**config.mk**
```make
export PLATFORM = sky130hd
export DESIGN_NAME = macd_crossover_signal
export DESIGN_NICKNAME = d
export VERILOG_FILES = /design/src/hw/rtl/macd_pkg.sv /design/src/hw/rtl/macd_ewma_unit.sv /design/src/hw/rtl/macd_crossover_signal.sv
export SDC_FILE = /design/constraint.sdc
export NUM_CORES = 2
export LEC_CHECK = 0
export BUFFER_PORTS_ARGS = -buffer_cell sky130_fd_sc_hd__buf_2
export CELL_PAD_IN_SITES_DETAIL_PLACEMENT = 1
export CELL_PAD_IN_SITES_GLOBAL_PLACEMENT = 1
export CORE_ASPECT_RATIO = 1.1
export CORE_MARGIN = 1.5
export CORE_UTILIZATION = 54
export CTS_CLUSTER_SIZE = 20
export DETAILED_ROUTE_END_ITERATION = 8
export PLACE_DENSITY_LB_ADDON = 0.15
export RECOVER_POWER = 50
export SLEW_MARGIN = 20
export SYNTH_ARGS = -nofsm -noshare
export SYNTH_HDL_FRONTEND = slang
export SYNTH_SLANG_ARGS = --single-unit
```
**constraint.sdc**
```tcl
create_clock -name clock -period 15.5 [get_ports clock]
set_input_delay 1.55 -clock clock [delete_from_list [all_inputs] [get_ports clock]]
set_output_delay 1.55 -clock clock [all_outputs]
set_load 0.02 [all_outputs]
```
**src/hw/rtl/macd_pkg.sv**
```systemverilog
`default_nettype none

package macd_pkg;

   localparam int PRICE_WIDTH_DEFAULT = 32;
   localparam int WEIGHT_FRAC_DEFAULT = 16;
   localparam int WEIGHT_WIDTH        = 16;
   localparam int CSR_INDEX_WIDTH     = 2;

   localparam logic [CSR_INDEX_WIDTH-1:0] REG_FAST_WEIGHT   = 2'd0;
   localparam logic [CSR_INDEX_WIDTH-1:0] REG_SLOW_WEIGHT   = 2'd1;
   localparam logic [CSR_INDEX_WIDTH-1:0] REG_SIGNAL_WEIGHT = 2'd2;

   localparam logic [WEIGHT_WIDTH-1:0] FAST_WEIGHT_RESET   = 16'd10082;
   localparam logic [WEIGHT_WIDTH-1:0] SLOW_WEIGHT_RESET   = 16'd4855;
   localparam logic [WEIGHT_WIDTH-1:0] SIGNAL_WEIGHT_RESET = 16'd13107;

   localparam logic [1:0] ACT_NONE = 2'd0;
   localparam logic [1:0] ACT_BUY  = 2'd1;
   localparam logic [1:0] ACT_SELL = 2'd2;

   typedef enum logic [2:0] {
      ST_IDLE,
      ST_DIFF,
      ST_MUL,
      ST_ACC,
      ST_LINE,
      ST_OUT
   } state_type;

   typedef enum logic [1:0] {
      OP_FAST,
      OP_SLOW,
      OP_SIGNAL
   } operand_type;

   typedef struct packed {
      logic load_diff;
      logic load_prod;
      logic signed_range;
   } unit_ctrl_type;

endpackage

`default_nettype wire

```
**src/hw/rtl/macd_ewma_unit.sv**
```systemverilog
`default_nettype none

module macd_ewma_unit #(
   parameter int PRICE_WIDTH      = macd_pkg::PRICE_WIDTH_DEFAULT,
   parameter int WEIGHT_FRAC_BITS = macd_pkg::WEIGHT_FRAC_DEFAULT
) (
   input  logic                                clock,
   input  macd_pkg::unit_ctrl_type             ctrl,
   input  logic signed [PRICE_WIDTH+1:0]       x,
   input  logic signed [PRICE_WIDTH+1:0]       avg,
   input  logic        [macd_pkg::WEIGHT_WIDTH-1:0] weight,
   output logic signed [PRICE_WIDTH:0]         result
);
   import macd_pkg::*;

   localparam int DW = PRICE_WIDTH + 2;
   localparam int MW = PRICE_WIDTH + 1;
   localparam int RW = MW + WEIGHT_WIDTH;
   localparam int SW = RW + 2;

   logic signed [DW-1:0] diff;
   logic signed [DW-1:0] neg_diff;
   logic                 neg_ff, neg_in;
   logic [MW-1:0]        mag_ff, mag_in;
   logic [RW-1:0]        prod_ff, prod_in;
   logic [RW-1:0]        step;
   logic signed [SW-1:0] step_pos;
   logic signed [SW-1:0] step_s;
   logic signed [SW-1:0] sum;
   logic signed [SW-1:0] hi;
   logic signed [SW-1:0] lo;

   // The step is the magnitude of the difference times the weight, truncated,
   // with the sign put back afterwards, so that it rounds toward zero.
   always_comb begin
      diff     = x - avg;
      neg_diff = -diff;
      neg_in   = diff[DW-1];
      mag_in   = neg_in ? neg_diff[MW-1:0] : diff[MW-1:0];
      prod_in  = RW'(mag_ff) * RW'(weight);
      step     = prod_ff >> WEIGHT_FRAC_BITS;
      step_pos = $signed({2'b00, step});
      step_s   = neg_ff ? -step_pos : step_pos;
      sum      = SW'(avg) + step_s;
      hi       = $signed({{(SW-PRICE_WIDTH){1'b0}}, {PRICE_WIDTH{1'b1}}});
      lo       = ctrl.signed_range ? -hi : '0;
      if (sum > hi) begin
         result = hi[MW-1:0];
      end else if (sum < lo) begin
         result = lo[MW-1:0];
      end else begin
         result = sum[MW-1:0];
      end
   end

   always_ff @(posedge clock) begin
      if (ctrl.load_diff) begin
         neg_ff <= neg_in;
         mag_ff <= mag_in;
      end
      if (ctrl.load_prod) begin
         prod_ff <= prod_in;
      end
   end

endmodule

`default_nettype wire

```
**src/hw/rtl/macd_crossover_signal.sv**
```systemverilog
// An accepted price passes through the fast and slow updates, LINE and the signal update
// before OUT makes its result valid; the first price after reset goes straight to OUT and only seeds the averages.
// A new price is taken only in IDLE, after the last one has left OUT; the three averages are
// updated one after another on one shared subtract, multiply and accumulate unit.
// While an earlier result is held by a stall the finished one waits, and the input with it.
// Reset is synchronous and active high: weights return to their defaults, the
// position goes flat and the next price is treated as the first.
`default_nettype none

module macd_crossover_signal #(
   parameter int PRICE_WIDTH      = macd_pkg::PRICE_WIDTH_DEFAULT,
   parameter int WEIGHT_FRAC_BITS = macd_pkg::WEIGHT_FRAC_DEFAULT
) (
   input  logic                                     clock,
   input  logic                                     reset,
   input  logic                                     req_valid,
   output logic                                     req_stall,
   input  logic        [PRICE_WIDTH-1:0]            req_close_price,
   output logic                                     rsp_valid,
   input  logic                                     rsp_stall,
   output logic signed [PRICE_WIDTH:0]              rsp_macd_line,
   output logic signed [PRICE_WIDTH:0]              rsp_signal_line,
   output logic signed [PRICE_WIDTH+2:0]            rsp_histogram,
   output logic                                     rsp_cross_up,
   output logic                                     rsp_cross_down,
   output logic        [1:0]                        rsp_action,
   output logic                                     rsp_holding,
   input  logic                                     csr_write,
   input  logic        [macd_pkg::CSR_INDEX_WIDTH-1:0] csr_index,
   input  logic        [macd_pkg::WEIGHT_WIDTH-1:0] csr_wdata
);
   import macd_pkg::*;

   localparam int LW = PRICE_WIDTH + 1;
   localparam int XW = PRICE_WIDTH + 2;

   state_type   state_ff, state_in;
   operand_type sel_ff, sel_in;

   logic [WEIGHT_WIDTH-1:0] fast_w_ff, slow_w_ff, signal_w_ff;
   logic started_ff, long_ff, long_in;
   logic rsp_valid_ff;

   logic [PRICE_WIDTH-1:0] price_ff, fast_ff, slow_ff;
   logic signed [LW-1:0]   signal_ff, line_ff, prev_line_ff, prev_signal_ff;

   logic signed [LW-1:0]   rsp_line_ff, rsp_signal_ff;
   logic signed [LW+1:0]   rsp_hist_ff;
   logic                   rsp_up_ff, rsp_down_ff, rsp_holding_ff;
   logic [1:0]             rsp_action_ff, action_in;

   logic                   accept;
   logic                   out_free;
   logic                   out_load;
   logic                   golden, death;
   logic signed [LW:0]     line_minus_sig;
   logic signed [LW+1:0]   hist_in;

   unit_ctrl_type             unit_ctrl;
   logic signed [XW-1:0]      unit_x, unit_avg;
   logic [WEIGHT_WIDTH-1:0]   unit_w;
   logic signed [LW-1:0]      unit_result;

   assign accept   = req_valid && !req_stall;
   assign out_free = !rsp_valid_ff || !rsp_stall;

   always_comb begin
      state_in = state_ff;
      sel_in   = sel_ff;
      case (state_ff)
         ST_IDLE: begin
            if (req_valid) begin
               sel_in   = OP_FAST;
               state_in = started_ff ? ST_DIFF : ST_OUT;
            end
         end
         ST_DIFF: state_in = ST_MUL;
         ST_MUL:  state_in = ST_ACC;
         ST_ACC: begin
            case (sel_ff)
               OP_FAST: begin
                  sel_in   = OP_SLOW;
                  state_in = ST_DIFF;
               end
               OP_SLOW: state_in = ST_LINE;
               default: state_in = ST_OUT;
            endcase
         end
         ST_LINE: begin
            sel_in   = OP_SIGNAL;
            state_in = ST_DIFF;
         end
         ST_OUT: begin
            if (out_free) begin
               state_in = ST_IDLE;
            end
         end
         default: state_in = ST_IDLE;
      endcase
   end

   always_comb begin
      req_stall              = (state_ff != ST_IDLE);
      unit_ctrl.load_diff    = (state_ff == ST_DIFF);
      unit_ctrl.load_prod    = (state_ff == ST_MUL);
      unit_ctrl.signed_range = (sel_ff == OP_SIGNAL);
      out_load               = (state_ff == ST_OUT) && out_free;
   end

   always_comb begin
      case (sel_ff)
         OP_FAST: begin
            unit_x   = $signed({2'b00, price_ff});
            unit_avg = $signed({2'b00, fast_ff});
            unit_w   = fast_w_ff;
         end
         OP_SLOW: begin
            unit_x   = $signed({2'b00, price_ff});
            unit_avg = $signed({2'b00, slow_ff});
            unit_w   = slow_w_ff;
         end
         default: begin
            unit_x   = XW'(line_ff);
            unit_avg = XW'(signal_ff);
            unit_w   = signal_w_ff;
         end
      endcase
   end

   macd_ewma_unit #(
      .PRICE_WIDTH      (PRICE_WIDTH),
      .WEIGHT_FRAC_BITS (WEIGHT_FRAC_BITS)
   ) u_ewma (
      .clock  (clock),
      .ctrl   (unit_ctrl),
      .x      (unit_x),
      .avg    (unit_avg),
      .weight (unit_w),
      .result (unit_result)
   );

   // A buy needs a flat position and a sell a long one, so both cannot occur together.
   always_comb begin
      golden         = (prev_line_ff <= prev_signal_ff) && (line_ff > signal_ff);
      death          = (prev_line_ff >= prev_signal_ff) && (line_ff < signal_ff);
      line_minus_sig = (LW+1)'(line_ff) - (LW+1)'(signal_ff);
      hist_in        = {line_minus_sig, 1'b0};
      long_in        = long_ff;
      action_in      = ACT_NONE;
      if (golden && (line_ff < 0) && !long_ff) begin
         long_in   = 1'b1;
         action_in = ACT_BUY;
      end else if (death && (line_ff > 0) && long_ff) begin
         long_in   = 1'b0;
         action_in = ACT_SELL;
      end
   end

   always_ff @(posedge clock) begin
      if (reset) begin
         state_ff     <= ST_IDLE;
         sel_ff       <= OP_FAST;
         fast_w_ff    <= FAST_WEIGHT_RESET;
         slow_w_ff    <= SLOW_WEIGHT_RESET;
         signal_w_ff  <= SIGNAL_WEIGHT_RESET;
         started_ff   <= 1'b0;
         long_ff      <= 1'b0;
         rsp_valid_ff <= 1'b0;
      end else begin
         state_ff <= state_in;
         sel_ff   <= sel_in;
         if (csr_write) begin
            case (csr_index)
               REG_FAST_WEIGHT:   fast_w_ff   <= csr_wdata;
               REG_SLOW_WEIGHT:   slow_w_ff   <= csr_wdata;
               REG_SIGNAL_WEIGHT: signal_w_ff <= csr_wdata;
               default: ;
            endcase
         end
         if (accept) begin
            started_ff <= 1'b1;
         end
         if (out_load) begin
            long_ff      <= long_in;
            rsp_valid_ff <= 1'b1;
         end else if (!rsp_stall) begin
            rsp_valid_ff <= 1'b0;
         end
      end
   end

   always_ff @(posedge clock) begin
      if (accept) begin
         price_ff <= req_close_price;
         if (!started_ff) begin
            fast_ff   <= req_close_price;
            slow_ff   <= req_close_price;
            signal_ff <= '0;
            line_ff   <= '0;
         end
      end
      if (state_ff == ST_ACC) begin
         case (sel_ff)
            OP_FAST: fast_ff   <= unit_result[PRICE_WIDTH-1:0];
            OP_SLOW: slow_ff   <= unit_result[PRICE_WIDTH-1:0];
            default: signal_ff <= unit_result;
         endcase
      end
      if (state_ff == ST_LINE) begin
         line_ff <= $signed({1'b0, fast_ff}) - $signed({1'b0, slow_ff});
      end
      if (out_load) begin
         prev_line_ff   <= line_ff;
         prev_signal_ff <= signal_ff;
         rsp_line_ff    <= line_ff;
         rsp_signal_ff  <= signal_ff;
         rsp_hist_ff    <= hist_in;
         rsp_up_ff      <= golden;
         rsp_down_ff    <= death;
         rsp_action_ff  <= action_in;
         rsp_holding_ff <= long_in;
      end
   end

   assign rsp_valid       = rsp_valid_ff;
   assign rsp_macd_line   = rsp_line_ff;
   assign rsp_signal_line = rsp_signal_ff;
   assign rsp_histogram   = rsp_hist_ff;
   assign rsp_cross_up    = rsp_up_ff;
   assign rsp_cross_down  = rsp_down_ff;
   assign rsp_action      = rsp_action_ff;
   assign rsp_holding     = rsp_holding_ff;

endmodule

`default_nettype wire

```
Word-level counts from Yosys, hierarchy flattened
Cells that the tools add are included.
Operators by class
  $add $sub $neg: 6
  multipliers: 1
  order comparisons: 8
  equality and inequality tests: 14
  muxes and demuxes: 36
  reduce and logical (&&, ||, !) cells: 26
Operators with widths (count)
  2-to-1 mux 33 bit: 10
  2-to-1 mux 32 bit: 8
  2-to-1 mux 51 bit: 2
  one-hot mux 34 bit (2 select lines): 1
  adder 34 x 51 -> 51 bit: 1
  > comparator 51 x 33 -> 1 bit (second input constant): 1
  < comparator 51 bit: 1
  negator 33 -> 51 bit: 1
  multiplier 33 x 16 -> 49 bit: 1
  2-to-1 mux 34 bit: 1
  subtractor 33 x 33 -> 34 bit: 1
  subtractor 34 bit: 1
  greater-or-equal comparator 33 bit: 1
  > comparator 33 x 1 -> 1 bit (second input constant): 1
  > comparator 33 bit: 1
  less-or-equal comparator 33 bit: 1
  < comparator 33 x 1 -> 1 bit (second input constant): 1
  < comparator 33 bit: 1
  negator 33 bit: 1
  subtractor 32 x 32 -> 33 bit: 1
  one-hot mux 16 bit (2 select lines): 1
  one-hot mux 3 bit (6 select lines): 1
  AND reduction 2 bit: 5
  2-to-1 mux 3 bit: 3
  other kinds (20): 44
Word-level totals
  flip-flop bits (word level): 406
  bits of input ports: 55

Logic depth before layout (Yosys ltp)
  word-level depth: 8
  gate-level depth with buffers: 38
  depth with buffers taken out: 36

By module
From an unflattened synthesis, not the netlist that was laid out.
Unflattened totals
  cell total of the unflattened synthesis: 4694
  area, all modules: 41742.5 sq um
Modules (own cells, without submodules)
  macd_ewma_unit: times used 1, cells each 2938, area each 24962.7 sq um, sequential area each 2011.9 sq um
  macd_crossover_signal: times used 1, cells each 1756, area each 16779.8 sq um, sequential area each 8167.8 sq um

Least setup slack after synthesis
No wires, ideal clock.
  path kind: reg2reg
  start point: register u_ewma.prod_ff[20]
  end point: register fast_ff[10]
  arrival: 8.923 ns
  required time: 15.383 ns
  path slack: 6.460 ns
  cell stages (with the launch flop): 36
  buffers on the path: 3
  cells stage by stage: edfxtp_1 -> or4_1 -> or2_2 -> or3_1 -> or2_2 -> or4_1 -> or3_1 -> or4_1 -> clkbuf_1 -> o21a_1 -> ha_1 -> clkbuf_1 -> a21o_1 -> a21oi_1 -> o21ai_0 -> and2_1 -> or4b_2 -> o21ai_0 -> a211oi_1 -> a211o_1 -> xnor2_1 -> inv_1 -> ha_1 -> a21o_1 -> a21oi_1 -> o21ai_0 -> nor4_1 -> nand4_1 -> nor4b_1 -> nand4b_1 -> nor4_1 -> o31ai_1 -> o31ai_1 -> clkbuf_1 -> nor2_1 -> o22a_1
Between the ends
  longest elaborated chain between the ends: 8
  elaborated cells between the ends (all ways): 9
Ends and longest elaborated chain
  start, declared: RTL line macd_ewma_unit.sv:25  | logic [RW-1:0] prod_ff, prod_in;
  start signal, assigned: RTL line macd_ewma_unit.sv:62  | prod_ff <= prod_in;
  negator 33 -> 51 bit: RTL line macd_ewma_unit.sv:43  | step_s = neg_ff ? -step_pos : step_pos;
  2-to-1 mux 51 bit *: RTL line macd_ewma_unit.sv:43
  adder 34 x 51 -> 51 bit *: RTL line macd_ewma_unit.sv:44  | sum = SW'(avg) + step_s;
  < comparator 51 bit: RTL line macd_ewma_unit.sv:49  | end else if (sum < lo) begin
  2-to-1 mux 33 bit: RTL line macd_ewma_unit.sv:49
  2-to-1 mux 33 bit *: RTL line macd_ewma_unit.sv:47  | if (sum > hi) begin
  2-to-1 mux 32 bit *: RTL line macd_crossover_signal.sv:203  | case (sel_ff)
  2-to-1 mux 32 bit *: RTL line macd_crossover_signal.sv:202  | if (state_ff == ST_ACC) begin
  end signal, assigned: RTL line macd_crossover_signal.sv:196  | fast_ff <= req_close_price;
  end signal, assigned: RTL line macd_crossover_signal.sv:204  | OP_FAST: fast_ff <= unit_result[PRICE_WIDTH-1:0];
  end, declared: RTL line macd_crossover_signal.sv:44  | logic [PRICE_WIDTH-1:0] price_ff, fast_ff, slow_ff;
Mark *: on every way between the ends. The rest lies on a longest branch, timed or not.
A chain may end at the register's enable or synchronous reset.

Final worst setup path
  start point: register u_ewma.prod_ff[16]
  end point: register fast_ff[12]
Same word-level chain as after synthesis.

==> summary.md <==
| Metric | Value |
|---|---|
| Largest net degree at the start of global routing | 79 |
| Cells after DPL | 5552 |
| Share of cells above drive strength 1 | 5.95% |
| Finish-stage setup viols | 0 |
| GRT Total Usage | 35.8% |
| Filler instances | 8780 |
| Post-Synth XOR/XNOR Area | 4.22% |
| CTS max path bufs | 3 |
| Root Driver | clkbuf_16 |
| Layer with the highest usage | met2 |
| Gpl congestion | 0.932 |
| Cts repair resizes | 0 |
| Slowest cell delay on critical path | 0.76 ns |
| Slew Limit Fails | 190 |
| Routed Antenna Nets | 0 |
| CORE AREA | 75000 um2 |
| Post-synthesis compound-gate area fraction | 13.4% |
| Fin crit share | 71.7% |
| Main combinational cell family by area after synthesis | adder cells |
| Setup TNS | 0 ns |
| Total grt overflow | 0 |
| Commonest cells after routing, fill and taps aside | 666 x nand2_1, 641 x inv_1, 435 x fa_1, 318 x ha_1, 237 x edfxtp_1 |
| Area Growth Syn to Fin | 7.81% |
| Routing usage on met2 | 62.3% |
| H-Tree Depth | 2 |
| Adder-Cell Fraction of Synth Area | 30.9% |
| Hold WS | 0.454 ns |
| Dpl hpwl | 103 mm |
| Final design utilization | 59.1% |
| Initial antenna violation count | 1 |
| Most common cell after layout, fill and taps aside | nand2_1 |
| CP Max Fanout | 32 |
| Worst slew pin tran | 3.10 ns |
| Met1 GRT Util | 43.9% |
| Mapped cell area | 41100 um2 |
| Residual DRC count | 0 |
| Violations in the final reports | capacitance limit, slew limit |
| Routed WL | 138 mm |
| GR met3 Demand/Resource | 3.77% |
| Routed len/inst | 24.4 um |
| Req. time, crit path | 15.99 ns |
| Seq/Total Area, Yosys | 24.8% |
| Post-synth EDFFs | 237 |
| DR vias | 34200 |
| Worst Clk Skew | 0.0283 ns |
| Setup Crit Path Kind | register to register |
| Post-synthesis simple-gate area fraction | 16.8% |
| Violation count after the first detailed-routing iteration | 2117 |
| CTS Hold Buffers Added | 0 |
| CTS buffer count | 45 |
| Starting Density | 54.8% |
| Relative slew slack | -107% |
| IO Port Bufs | 161 |
| Die area | 77800 um2 |
| Netlist cell types | 92 |
| Most used flip-flop cell after synthesis | edfxtp_1 |
| CTS tree | yes |
| Finished Layout Cells | 5636 |
| Final Net Count | 5393 |
| Ys async rst share | 0% |
| Via density | 6.06 |
| Vias in the first global route | 37400 |
| Post-CTS Setup Bufs | 0 |
| DIE HEIGHT | 292 um |
| Min cycle time layout | 11.12 ns |
| Slowest-stage cell, CP | or4_1 |
| Ant diodes | 0 |
| Final hold vios | 0 |
| Hold crit path type | register to register |
| Mux cell area share after synthesis | 2.24% |
| Gate count of the mapped netlist | 4529 |
| I/O pin total | 163 |
| Status | finished, violations left |
| Ys Warns | 0 |
| Seq cells post-synth | 390 |
| CP endpoint kind | register |
| Syn_area_per_cell | 9.07 um2 |
| Sink Count | 390 |
| Clock Pin Slew Worst Setup and Hold Paths | 0.06 ns |
| Max Cap Viol | 6 |
| Fmax | 90.0 MHz |
| Global-route wire length before repair | 215 mm |
| RSZ-0062 raised after global routing | false |
| Crit path launch type | register |
| Die Width | 266 um |
| Top cells by area, synth | fa_1 21%, edfxtp_1 17%, ha_1 9.7% |
| Post-synth top area share | 21.2% |
| Row cnt | 105 |
| Post-Syn Nets | 5337 |
| Biggest area consumer among synthesized cells | fa_1 |
| Worst skew pair latency | 0.61 ns |
| Worst path arrival time | 11.61 ns |
| Initial DRT Pass Iterations | 5 |
state kept, by name, summed over array words and instances (netlist names), 2 cells and up:
| register | count |
|---|---|
| signal_ff | 33 |
| fast_ff | 32 |
| u_ewma.prod_ff | 33 |
| state_ff | 3 |
| price_ff | 32 |
| sel_ff | 2 |
| rsp_macd_line | 33 |
| rsp_signal_line | 33 |
| line_ff | 33 |
| rsp_action | 2 |
| fast_w_ff | 16 |
| signal_w_ff | 16 |
| slow_w_ff | 16 |
| rsp_histogram | 34 |
| slow_ff | 32 |
| u_ewma.mag_ff | 33 |
Yosys cell counts, drive strengths merged (34+ instances only):
cell type  instances
a21o              91
a21oi            215
and2             236
clkbuf           174
dfxtp            153
edfxtp           237
fa               435
ha               318
inv              641
mux2i             56
nand2            670
nand3             61
nand4             40
nor2             183
nor2b             34
nor3              41
o21a              80
o21ai            202
xnor2            141
xor2              56
logic make-up (layout without fill, tap and decap cells):
kind of cell               after synthesis  after routing
AOI/OAI and AO/OA                      834            834
and+or+nand+nor                       1435           1435
muxes                                   88             88
xor gates and xnor gates               197            197
adders and majority gates              753            753
buffers and inverters                  831            922
other                                    1              1
DFF                                    390            390
per-layer routing:
metal  vias to the layer above  part of all wire, %
li1                      15200                    -
met1                     17500                   40
met2                      1121                   50
met3                       391                  4.9
met4                         0                  5.6
met5                         -                    0
per-stage QoR:
stage / setup slack [ns] / area (um2)
4_1_cts: 4.52 / 44400
2_1_floorplan: 6.46 / 41100
6_report: 4.38 / 44300
3_3_place_gp: 5.04 / 42900
3_5_place_dp: 4.56 / 42900
5_1_grt: 3.74 / 44300
final timing paths:
check                     start            end  slack [ns]  depth (start not counted)
min reg2reg       fast_w_ff[14]  fast_w_ff[14]        0.45                          2
max          u_ewma.prod_ff[16]    fast_ff[12]        4.38                         37
min               fast_w_ff[14]  fast_w_ff[14]        0.45                          2
max reg2reg  u_ewma.prod_ff[16]    fast_ff[12]        4.38                         37
critical path: cells and delay by family (launching register included):
kind | cells | cell delay (ns)
and+or+nand+nor | 16 | 5.80
AOI/OAI and AO/OA | 14 | 3.28
buffers and inverters | 3 | 0.65
adders and majority gates | 2 | 0.56
DFF | 1 | 0.40
xor gates and xnor gates | 2 | 0.32
final cells by class:
cell class                 instances  area [um2]  share of cell area [%]
timing repair buffer             199         968                    2.19
sequential                       390       10200                    23.0
clock buffer                      61        1320                    2.98
clock inverter                    21         255                   0.576
tap                             1016        1270                    2.87
inverter                         641        2410                    5.43
multi-input combinational       3308       27900                    63.0
Power is left out: the tool's default activity adds up to more than one toggle a clock period on the data nets, which glitch-free logic cannot reach.
